`src/rtl/core/lzwe_pkg.sv`:
```
// Package of the LZW encoder core: widths, codes, request types and FSM states.
// No dependencies.
`default_nettype none

package lzwe_pkg;

	localparam int SYM_W        = 5;
	localparam int CODE_W       = 8;
	localparam int KEY_W        = CODE_W + SYM_W;
	localparam int BASE_CODES   = 27;
	localparam int MAX_CODES    = 256;
	localparam int DICT_SIZE_DEF = 256;

	// Classified request handed from front to back
	typedef struct packed {
		logic [SYM_W-1:0] sym;
		logic             has_sym;
		logic             eos;
	} op_t;

	// One result request
	typedef struct packed {
		logic [CODE_W-1:0] code;
		logic              last;
	} res_t;

	typedef enum logic [1:0] {
		ST_IDLE,
		ST_SEARCH,
		ST_MISS,
		ST_FLUSH
	} state_t;

endpackage

`default_nettype wire

```
`src/rtl/core/lzwe_if.sv`:
```
// Valid/ready channel interfaces of the LZW encoder core.
// Depends on lzwe_pkg for field widths.
`default_nettype none

interface lzwe_in_if;
	logic                        valid;
	logic                        ready;
	logic [lzwe_pkg::SYM_W-1:0]  symbol;
	logic                        end_of_stream;

	modport source (output valid, output symbol, output end_of_stream, input ready);
	modport sink   (input valid, input symbol, input end_of_stream, output ready);
endinterface

interface lzwe_out_if;
	logic                        valid;
	logic                        ready;
	logic [lzwe_pkg::CODE_W-1:0] out_code;
	logic                        last_code;

	modport source (output valid, output out_code, output last_code, input ready);
	modport sink   (input valid, input out_code, input last_code, output ready);
endinterface

`default_nettype wire

```
`src/rtl/core/lzwe_fifo.sv`:
```
// Two-entry request queue, any payload width.
// Depends on lzwe_pkg for the default width.
`default_nettype none

module lzwe_fifo #(
	parameter int WIDTH = $bits(lzwe_pkg::op_t)
) (
	input  wire logic             clk,
	input  wire logic             arst_n,
	input  wire logic             push,
	input  wire logic [WIDTH-1:0] push_data,
	output logic                  full,
	input  wire logic             pop,
	output logic [WIDTH-1:0]      pop_data,
	output logic                  empty
);

	logic [WIDTH-1:0] mem_q [2];
	logic             wr_ptr_q;
	logic             rd_ptr_q;
	logic [1:0]       cnt_q;
	logic             do_push;
	logic             do_pop;

	assign full     = (cnt_q == 2'd2);
	assign empty    = (cnt_q == 2'd0);
	assign do_push  = push && !full;
	assign do_pop   = pop && !empty;
	assign pop_data = mem_q[rd_ptr_q];

	always_ff @(posedge clk or negedge arst_n) begin
		if (!arst_n) begin
			wr_ptr_q <= 1'b0;
			rd_ptr_q <= 1'b0;
			cnt_q    <= 2'd0;
		end else begin
			if (do_push) wr_ptr_q <= !wr_ptr_q;
			if (do_pop)  rd_ptr_q <= !rd_ptr_q;
			if (do_push && !do_pop)      cnt_q <= cnt_q + 2'd1;
			else if (do_pop && !do_push) cnt_q <= cnt_q - 2'd1;
		end
	end

	always_ff @(posedge clk) begin
		if (do_push) mem_q[wr_ptr_q] <= push_data;
	end

endmodule

`default_nettype wire

```
`src/rtl/core/lzwe_front.sv`:
```
// Front end: accepts symbol requests, classifies them and queues them.
// Depends on lzwe_pkg, lzwe_if and lzwe_fifo.
`default_nettype none

module lzwe_front (
	input  wire logic      clk,
	input  wire logic      arst_n,
	lzwe_in_if.sink        symbols,
	output lzwe_pkg::op_t  op,
	output logic           op_empty,
	input  wire logic      op_pop
);

	lzwe_pkg::op_t op_in;
	logic          keep;
	logic          full;

	always_comb begin
		op_in.sym     = symbols.symbol;
		op_in.has_sym = (symbols.symbol < lzwe_pkg::SYM_W'(lzwe_pkg::BASE_CODES));
		op_in.eos     = symbols.end_of_stream;
	end

	// out-of-range symbol without end of stream has no effect: drop it here
	assign keep          = op_in.has_sym || op_in.eos;
	assign symbols.ready = !full;

	lzwe_fifo #(
		.WIDTH ($bits(lzwe_pkg::op_t))
	) u_opq (
		.clk       (clk),
		.arst_n    (arst_n),
		.push      (symbols.valid && !full && keep),
		.push_data (op_in),
		.full      (full),
		.pop       (op_pop),
		.pop_data  (op),
		.empty     (op_empty)
	);

endmodule

`default_nettype wire

```
`src/rtl/core/lzwe_back.sv`:
```
// Back end: dictionary search engine, dictionary memory and result queue.
// Depends on lzwe_pkg, lzwe_if and lzwe_fifo.
`default_nettype none

module lzwe_back #(
	parameter int DICT_SIZE = lzwe_pkg::DICT_SIZE_DEF
) (
	input  wire logic           clk,
	input  wire logic           arst_n,
	input  wire lzwe_pkg::op_t  op,
	input  wire logic           op_empty,
	output logic                op_pop,
	lzwe_out_if.source          codes
);

	localparam int CODE_LIMIT = (DICT_SIZE < lzwe_pkg::MAX_CODES) ? DICT_SIZE
	                                                             : lzwe_pkg::MAX_CODES;
	localparam int NF_W  = $clog2(CODE_LIMIT + 1);
	localparam int IDX_W = $clog2(CODE_LIMIT);
	localparam logic [NF_W-1:0] BASE_NF  = NF_W'(lzwe_pkg::BASE_CODES);
	localparam logic [NF_W-1:0] LIMIT_NF = NF_W'(CODE_LIMIT);

	lzwe_pkg::state_t state_q, state_nx;

	logic [lzwe_pkg::SYM_W-1:0]  sym_q;
	logic                        eos_q;
	logic [lzwe_pkg::CODE_W-1:0] prefix_q;
	logic                        pvalid_q;
	logic [NF_W-1:0]             next_free_q;
	logic [NF_W-1:0]             idx_q;
	logic [NF_W-1:0]             cmp_idx_s1;
	logic                        cmp_vld_s1;
	logic [lzwe_pkg::KEY_W-1:0]  rd_data_s1;
	logic [lzwe_pkg::KEY_W-1:0]  dict_mem [CODE_LIMIT];

	logic [lzwe_pkg::KEY_W-1:0]  key;
	logic                        hit;
	logic                        scan_done;
	logic                        issue;
	logic                        mem_we;
	logic                        out_push;
	lzwe_pkg::res_t              out_data;
	logic                        out_full;
	logic                        out_empty;
	lzwe_pkg::res_t              out_head;
	logic                        flush_done;

	assign key       = {prefix_q, sym_q};
	assign hit       = cmp_vld_s1 && (rd_data_s1 == key);
	assign scan_done = !cmp_vld_s1 && (idx_q == next_free_q);

	// next state
	always_comb begin
		state_nx = state_q;
		unique case (state_q)
			lzwe_pkg::ST_IDLE: begin
				if (!op_empty) begin
					if (op.has_sym && pvalid_q) state_nx = lzwe_pkg::ST_SEARCH;
					else if (op.eos)            state_nx = lzwe_pkg::ST_FLUSH;
				end
			end
			lzwe_pkg::ST_SEARCH: begin
				if (hit)            state_nx = eos_q ? lzwe_pkg::ST_FLUSH : lzwe_pkg::ST_IDLE;
				else if (scan_done) state_nx = lzwe_pkg::ST_MISS;
			end
			lzwe_pkg::ST_MISS: begin
				if (!out_full) state_nx = eos_q ? lzwe_pkg::ST_FLUSH : lzwe_pkg::ST_IDLE;
			end
			lzwe_pkg::ST_FLUSH: begin
				if (!pvalid_q || !out_full) state_nx = lzwe_pkg::ST_IDLE;
			end
			default: state_nx = lzwe_pkg::ST_IDLE;
		endcase
	end

	// outputs
	always_comb begin
		op_pop        = 1'b0;
		issue         = 1'b0;
		mem_we        = 1'b0;
		out_push      = 1'b0;
		out_data.code = prefix_q;
		out_data.last = 1'b0;
		flush_done    = 1'b0;
		unique case (state_q)
			lzwe_pkg::ST_IDLE: begin
				op_pop = !op_empty;
			end
			lzwe_pkg::ST_SEARCH: begin
				issue = !hit && (idx_q < next_free_q);
			end
			lzwe_pkg::ST_MISS: begin
				out_push = !out_full;
				mem_we   = !out_full && (next_free_q < LIMIT_NF);
			end
			lzwe_pkg::ST_FLUSH: begin
				out_push      = pvalid_q && !out_full;
				out_data.last = 1'b1;
				flush_done    = !pvalid_q || !out_full;
			end
			default: ;
		endcase
	end

	always_ff @(posedge clk or negedge arst_n) begin
		if (!arst_n) begin
			state_q     <= lzwe_pkg::ST_IDLE;
			pvalid_q    <= 1'b0;
			prefix_q    <= '0;
			next_free_q <= BASE_NF;
			idx_q       <= BASE_NF;
			cmp_vld_s1  <= 1'b0;
		end else begin
			state_q    <= state_nx;
			cmp_vld_s1 <= issue;
			if (op_pop) begin
				idx_q <= BASE_NF;
				if (op.has_sym && !pvalid_q) begin
					prefix_q <= lzwe_pkg::CODE_W'(op.sym);
					pvalid_q <= 1'b1;
				end
			end
			if (issue) idx_q <= idx_q + 1'b1;
			if (state_q == lzwe_pkg::ST_SEARCH && hit)
				prefix_q <= lzwe_pkg::CODE_W'(cmp_idx_s1);
			if (state_q == lzwe_pkg::ST_MISS && !out_full)
				prefix_q <= lzwe_pkg::CODE_W'(sym_q);
			if (mem_we) next_free_q <= next_free_q + 1'b1;
			if (flush_done) begin
				pvalid_q    <= 1'b0;
				prefix_q    <= '0;
				next_free_q <= BASE_NF;
			end
		end
	end

	always_ff @(posedge clk) begin
		if (op_pop) begin
			sym_q <= op.sym;
			eos_q <= op.eos;
		end
		cmp_idx_s1 <= idx_q;
	end

	// dictionary: entries from code 27 up to next_free are always written since the last clear
	always_ff @(posedge clk) begin
		if (mem_we) dict_mem[next_free_q[IDX_W-1:0]] <= key;
		rd_data_s1 <= dict_mem[idx_q[IDX_W-1:0]];
	end

	lzwe_fifo #(
		.WIDTH ($bits(lzwe_pkg::res_t))
	) u_resq (
		.clk       (clk),
		.arst_n    (arst_n),
		.push      (out_push),
		.push_data (out_data),
		.full      (out_full),
		.pop       (codes.ready),
		.pop_data  (out_head),
		.empty     (out_empty)
	);

	assign codes.valid     = !out_empty;
	assign codes.out_code  = out_head.code;
	assign codes.last_code = out_head.last;

endmodule

`default_nettype wire

```
`src/rtl/core/lzw_encoder_core.sv`:
```
// Back end, per accepted request: with no prefix pending it just starts one; with a prefix,
//   it scans from code 27 until a hit, or misses once every learnt code has been read;
//   end of stream adds a flush step, and a full result queue stalls a miss or a flush.
// Throughput: one symbol at a time, bounded by the one-read-per-cycle dictionary scan
//   (up to min(DICT_SIZE,256) - 27 reads, i.e. <= 229 at the default size).
// Reset (arst_n low, asynchronous): queues empty, no prefix, 27 base codes, no clearing pass.
`default_nettype none

// Top level of the LZW encoder.
// Front: takes symbol requests, drops out-of-range symbols that carry no end of
// stream, and queues up to two requests so the input side keeps moving while the
// back end scans.
// Back: per request, either starts a prefix, or scans the dictionary linearly from
// code 27 up to next_free (one memory read per cycle, compared on the registered read data).
// A hit extends the prefix; a miss emits the prefix, adds (prefix, symbol) while
// room remains and restarts from the symbol. End of stream flushes the prefix with
// last_code set and restores the dictionary to its 27 base codes.
// Results go through a two-entry queue, so a stalled sink only halts the back end
// when it has a result to push.
// The fill count hides stale dictionary entries, so no clearing pass is needed.
module lzw_encoder_core #(
	parameter int DICT_SIZE = lzwe_pkg::DICT_SIZE_DEF
) (
	input  wire logic clk,
	input  wire logic arst_n,
	lzwe_in_if.sink   symbols,
	lzwe_out_if.source codes
);

	lzwe_pkg::op_t op;
	logic          op_empty;
	logic          op_pop;

	lzwe_front u_front (
		.clk      (clk),
		.arst_n   (arst_n),
		.symbols  (symbols),
		.op       (op),
		.op_empty (op_empty),
		.op_pop   (op_pop)
	);

	lzwe_back #(
		.DICT_SIZE (DICT_SIZE)
	) u_back (
		.clk      (clk),
		.arst_n   (arst_n),
		.op       (op),
		.op_empty (op_empty),
		.op_pop   (op_pop),
		.codes    (codes)
	);

endmodule

`default_nettype wire

```
`src/flat_wrapper.sv`:
```
// flat-port wrapper written by rule: the top's interface ports become plain ports
module lzw_encoder_core_flat 
#(
	parameter int DICT_SIZE = lzwe_pkg::DICT_SIZE_DEF
)
  (clk, arst_n, symbols_valid, symbols_symbol, symbols_end_of_stream, symbols_ready, codes_valid, codes_out_code, codes_last_code, codes_ready);
  lzwe_in_if symbols_i ();
  lzwe_out_if codes_i ();
  input  wire logic clk;
  input  wire logic arst_n;
  input wire logic [$bits(symbols_i.valid)-1:0] symbols_valid;
  input wire logic [$bits(symbols_i.symbol)-1:0] symbols_symbol;
  input wire logic [$bits(symbols_i.end_of_stream)-1:0] symbols_end_of_stream;
  output wire logic [$bits(symbols_i.ready)-1:0] symbols_ready;
  output wire logic [$bits(codes_i.valid)-1:0] codes_valid;
  output wire logic [$bits(codes_i.out_code)-1:0] codes_out_code;
  output wire logic [$bits(codes_i.last_code)-1:0] codes_last_code;
  input wire logic [$bits(codes_i.ready)-1:0] codes_ready;
  assign symbols_i.valid = symbols_valid;
  assign symbols_i.symbol = symbols_symbol;
  assign symbols_i.end_of_stream = symbols_end_of_stream;
  assign symbols_ready = symbols_i.ready;
  assign codes_valid = codes_i.valid;
  assign codes_out_code = codes_i.out_code;
  assign codes_last_code = codes_i.last_code;
  assign codes_i.ready = codes_ready;
  lzw_encoder_core #(.DICT_SIZE(DICT_SIZE)) u_core (.clk(clk), .arst_n(arst_n), .symbols(symbols_i), .codes(codes_i));
endmodule
```
`config.mk`:
```
export PLATFORM = sky130hd
export DESIGN_NAME = lzw_encoder_core_flat
export DESIGN_NICKNAME = d
export VERILOG_FILES = /design/src/rtl/core/lzwe_pkg.sv /design/src/rtl/core/lzwe_if.sv /design/src/rtl/core/lzwe_fifo.sv /design/src/rtl/core/lzwe_front.sv /design/src/rtl/core/lzwe_back.sv /design/src/rtl/core/lzw_encoder_core.sv /design/src/flat_wrapper.sv
export SDC_FILE = /design/constraint.sdc
export NUM_CORES = 2
export LEC_CHECK = 0
export ABC_AREA = 0
export ABC_CLOCK_PERIOD_IN_PS = 7000
export BUFFER_PORTS_ARGS = -buffer_cell sky130_fd_sc_hd__buf_2
export CAP_MARGIN = 20
export CORE_ASPECT_RATIO = 1.1
export CORE_MARGIN = 3
export CORE_UTILIZATION = 35
export DETAILED_ROUTE_END_ITERATION = 12
export PLACE_DENSITY = 0.61
export SYNTH_ARGS = -nofsm -noshare
export SYNTH_HDL_FRONTEND = slang
export SYNTH_SLANG_ARGS = --single-unit
```
`constraint.sdc`:
```
create_clock -name clk -period 7 [get_ports clk]
set_input_delay 2.1 -clock clk [delete_from_list [all_inputs] [get_ports clk]]
set_output_delay 2.1 -clock clk [all_outputs]
set_load 0.01 [all_outputs]
```
* Yosys cells after proc, flatten, opt, wreduce, memory -nomap -nowiden *
Memory sizes are Yosys's and may differ from the RTL's. A register that Yosys moved wholly into a read port is not among the register bits.
Index checks and enable logic that the tools add are counted.
Widths: inputs -> output; s select.

word-level totals
  flip-flop bits (word level) = 52
  RAM bits = 3360
  input bits = 10
  logic and storage cells = 126
  memories kept = 3

cells by class
  add/subtract/negate cells = 6
  $lt $le $gt $ge = 3
  equality and inequality tests = 12
  mux-type cells = 37
  reductions and logical operators = 50

memory list
  name                        words  width  read ports  clocked after memory_dff  wr ports  RTL line         source
  u_core.u_back.dict_mem      256    13     1           1                         1         lzwe_back.sv:34  logic [lzwe_pkg::KEY_W-1:0] dict_mem [CODE_LIMIT];
  u_core.u_back.u_resq.mem_q  2      9      1           0                         1         lzwe_fifo.sv:18  logic [WIDTH-1:0] mem_q [2];
  u_core.u_front.u_opq.mem_q  2      7      1           0                         1         lzwe_fifo.sv:18

operators with widths
  cell                 count
  $mux 8               5
  $mux 9               4
  $mux 2               12
  $logic_and 1x1->1    19
  $add 9x1->9 const B  2
  $logic_not 1->1      15
  $mux 1               14
  $eq 13x13->1         1
  $reduce_bool 2->1    6
  $eq 9x9->1           1
  $lt 9x9->1           1
  $lt 9x9->1 const B   1
  $eq 2x2->1 const B   4
  $pmux 2 s4           1
  $reduce_bool 4->1    2
  $logic_not 2->1      3
  $ne 2x2->1 const B   3
  $ne 3x3->1 const B   2
  $lt 5x5->1 const B   1
  $reduce_and 5->1     1
  $add 2x1->2 const B  2
  $reduce_and 2->1     2
  $sub 2x1->2 const B  2
  $eq 2x1->1 const B   1
  2 further kinds      3

* Logic depth before layout (Yosys ltp) *
  word-level depth = 9
  mapped depth = 14
  depth with buffers taken out = 8

* Cells and area by module *
A second synthesis with hierarchy kept.

unflattened totals
  cells, all modules = 6542
  area total of the unflattened synthesis = 133610.6 µm²

by module, submodules not included
  module                             instances  cells each  area an instance (µm²)
  lzwe_back                          1          6449        132025.4
  lzwe_fifo at u_core.u_back.u_resq  1          47          853.3
  lzwe_fifo at u_core.u_front.u_opq  1          41          703.2
  lzwe_front                         1          5           28.8

* Worst setup path before layout *
OpenSTA, ideal clock, no wires.

  path type = register to register
  from = reg u_core.u_back.sym_q[1] (netlist name)
  to = reg u_core.u_back.idx_q[2]
  arrival time = 5038 ps
  required time = 6874 ps
  slack = 1836 ps
  stages on the path, launching flop included = 9
  path buffers = 2
  cells stage by stage = edfxtp_1 -> xnor2_1 -> nand4_1 -> or4_1 -> buf_2 -> nand3_1 -> buf_2 -> nor2_1 -> a221o_1

on the way
  cells in the longest elaborated chain, start to end = 6
  elaborated cells between the ends (all ways) = 7
  classes of those cells = eq/ne: 1; mux: 2; reduce/logical: 4

RTL lines
  item                                         RTL line          source
  start, declared                              lzwe_back.sv:25   logic [lzwe_pkg::SYM_W-1:0] sym_q;
  start signal, assigned                       lzwe_back.sv:139  sym_q <= op.sym;
  $eq 13x13->1 (*)                             lzwe_back.sv:49   assign hit = cmp_vld_s1 && (rd_data_s1 == key);
  $logic_and 1x1->1 (*)                        lzwe_back.sv:49
  $logic_not 1->1 (*)                          lzwe_back.sv:90   issue = !hit && (idx_q < next_free_q);
  $logic_and 1x1->1 (*)                        lzwe_back.sv:90
  $mux 1 (*)                                   lzwe_back.sv:85   unique case (state_q)
  net u_core.u_back.issue                      lzwe_back.sv:39   logic issue;
  $mux 9 or $reduce_bool 2->1 (tied branches)  -
  end signal, assigned                         lzwe_back.sv:123  if (issue) idx_q <= idx_q + 1'b1;
  end, declared                                lzwe_back.sv:30   logic [NF_W-1:0] idx_q;

The timed path passes the listed nets; every way through them passes the cells marked *.
A chain may end at the register's enable or synchronous reset.

==> metrics.yaml <==
clock_tree:
  cts_root_buf: "clkbuf_16"
  cts_hold_buf: 0
  clock_path_buffers: 4
  cts_resized: 0
  h-tree-depth: 5
  tritoncts: "yes"
  clock_sinks: 3425
  clk_latency_ns: 0.94
  path_clk_slew_ns: 0.07
  cts_setup_buffers: 0
  cts_buffers: 349
synthesis:
  syn_inst: 6085
  synthSimpleGateAreaFrac_pct: 2.04
  synth_area_sq_um: 132000
  syn_nets: 6111
  yosysMostFrequentCell: "edfxtp_1"
  synth_area_leader_cell: "edfxtp_1"
  synth_top_area_share_pct: 76.8
  synth.avg_cell_area_sq_um: 21.6
  ys_seq_area_share_pct: 77.9
  synthXorXnorAreaFrac_pct: 0.186
  synth_area_leaders: "edfxtp_1, mux4_2, mux2i_1"
  synth_edf_count: 3366
  yosys_warnings: 0
  synth_common_cells: "edfxtp_1, mux4_2, nor2_1"
  synthAdderAreaFrac_pct: 0.152
  async_reset_ff_share_pct: 1.11
  synth_top_family_by_area: "multiplexers"
  synth_cell_types: 70
  synth_compound_area_share_pct: 3.67
  synth-seq-cells: 3425
  ys.flop_type: "edfxtp_1"
  synthMuxAreaShare_pct: 14.4
worst_setup_path:
  slowest_delay_ns: 0.91
  cp.arrival_ns: 5.69
  cp.required_ns: 7.77
  start_kind: "flip-flop"
  setup.worst_path.class: "reg -> reg"
  critPathSlowestCell: "dfstp_4"
  r2r-start: "u_core.u_back.idx_q[0]"
  critPathBufInv: 2
  r2r-end: "u_core.u_back.rd_data_s1[11]"
  r2r_slack_ns: 2.07
  worst-path-max-fanout: 31
  cp_cell_sequence: "buf_16, buf_4, mux4_2, a22o_1, a221oi_1, o32ai_1, nor3_1, nor4_1"
  crit_family: "compound AO/OA/AOI/OAI gates"
  end_kind: "flip-flop"
  reg2regPathDepth: 8
die:
  num_rows: 235
  io_pins: 21
  die_area_sq_um: 383000
  floorplan.die.height_microns: 649
  start_util_pct: 35.2
  die_w_microns: 591
  core_area_sq_um: 373000
timing:
  fin_worst_skew_ns: 0.0959
  finalSetupViolations: 0
  fin_crit_sh_pct: 70.4
  finalSetupTns_ns: 0
  max_slew_margin_pct: 13.4
  hold_ws_ns: 0.464
  drv_slew: 0
  clock.fmax_ghz: 0.203
  worst-slew-pin-transition_ns: 1.30
  fin_crit_ns: 4.93
  rsz0062_at_grt: "false"
  finalHoldViolations: 0
routing:
  drtAntennaViolNets: 0
  vias: 64600
  drt_iter0_drc: 8036
  drc_errors: 0
  wl_per_cell_microns: 28.7
  wl_microns: 337000
  via_per_inst: 5.51
  dr.pass1.iters: 5
place:
  dp_hpwl_microns: 196000
  io_buffers: 20
  dp.cells: 11100
  routabilityCongestion: 0.845
  placed_cell_area_sq_um: 139000
min_path:
  hold_depth: 1
  holdPathEnd: "u_core.u_back.prefix_q[7]"
  hold_start: "u_core.u_back.cmp_idx_s1[7]"
  hold_path_class: "reg -> reg"
power:
  leakage_nw: 48.3
  power-per-cell-area_nw_per_um2: 362
  ir_drop_v: 0.000366
finish:
  drive_gt1_share_pct: 25.8
  post-route-cell-area_sq_um: 150000
  area_delta_synth_final_pct: 14.4
  nets: 6482
  final_cells: 11700
  final_util_pct: 40.3
  fillers: 32600
global_routing:
  globalRoute.totalOverflow: 0
  grt_max_degree: 218
  gr-usage-all-layers_pct: 17.2
  grt_pass1_wl_microns: 483000
  grt_pass1_vias: 65200
  antenna_found_initial: 14
run:
  cap_violations: 0
outcome:
  status: "completed"
==> cells by family (layout without fill, tap and decap cells) <==
family	Yosys count	after routing
DFF	3425	3425
muxes	942	942
AOI/OAI and AO/OA	697	697
and+or+nand+nor	604	604
buffers and inverters	373	1032
xor gates and xnor gates	28	28
adders and majority gates	16	16
other	0	5
==> flip-flops by register name, summed over array words and instances, names as in the netlist, 2 cells and up <==
register	count
u_core.u_back.state_q	2
u_core.u_front.u_opq.cnt_q	2
u_core.u_back.u_resq.cnt_q	2
u_core.u_back.u_resq.mem_q	18
u_core.u_back.next_free_q	9
u_core.u_back.prefix_q	8
u_core.u_back.sym_q	5
u_core.u_back.idx_q	9
u_core.u_back.rd_data_s1	13
u_core.u_back.cmp_idx_s1	8
u_core.u_back.dict_mem	3328
u_core.u_front.u_opq.mem_q	14
==> power by group <==
group          switching [mW]  internal (mW)  total (mW)
Sequential              0.660           24.7        25.3
Combinational            7.22           3.56        10.8
Clock                    7.87           10.4        18.3
Total                    15.8           38.7        54.4
==> metrics by stage <==
stage | power [mW] | setup slack [ns]
2_1_floorplan | 32.7 | 1.84
3_3_place_gp | 36.4 | 1.87
3_5_place_dp | 36.6 | 1.87
4_1_cts | 54.8 | 1.78
5_1_grt | 56.2 | 1.98
6_report | 54.4 | 2.07
==> worst register-to-register path, cell delays in order, from the launching register on <==
cell and delay (ns):
dfstp_4 0.91, buf_16 0.34, buf_4 0.62, mux4_2 0.61
a22o_1 0.28, a221oi_1 0.68, o32ai_1 0.37, nor3_1 0.76
nor4_1 0.18
==> final cells by class <==
| cell class | count | area, sq um | area share (%) |
|---|---|---|---|
| Sequential cell | 3425 | 103000 | 68.1 |
| Multi-Input combinational cell | 2287 | 27200 | 18.0 |
| Clock buffer | 439 | 9310 | 6.19 |
| Tap cell | 4977 | 6230 | 4.14 |
| Timing Repair Buffer | 375 | 3230 | 2.14 |
| Clock inverter | 200 | 1990 | 1.32 |
| Inverter | 18 | 68.8 | 0.0457 |
| Antenna cell | 5 | 12.5 | 0.00831 |
==> layout by cell type, fill, tap and decap left out, types with 72 or more instances in the layout <==
cell	instances
a21oi_1	162
a22oi_1	218
buf_4	310
clkbuf_1	73
clkbuf_16	355
clkinv_1	72
edfxtp_1	3366
mux2i_1	173
mux4_2	744
nand2_1	104
nor2_1	265
==> how the worst max path moves through the flow <==
stage,startpoint,to,slack (ns),depth (start not counted)
finish,u_core.u_back.idx_q[0],u_core.u_back.rd_data_s1[11],2.07,8
global route,u_core.u_back.idx_q[0],u_core.u_back.rd_data_s1[5],1.98,9
CTS,u_core.u_back.idx_q[0],u_core.u_back.rd_data_s1[11],1.78,7
detailed placement,u_core.u_back.idx_q[0],u_core.u_back.rd_data_s1[11],1.87,7
global placement,u_core.u_back.idx_q[0],u_core.u_back.rd_data_s1[11],1.87,7
floorplan,u_core.u_back.sym_q[1],u_core.u_back.idx_q[2],1.84,8
==> layer usage <==
metal | vias up | wire (microns) | GRT usage [%]
met5 | - | 36 | 0
met4 | 4 | 12000 | 5.64
met3 | 553 | 29700 | 3.51
met2 | 3011 | 160000 | 27.2
met1 | 34600 | 135000 | 23.8
li1 | 26500 | - | -
Power figures use the tool's default switching activity.
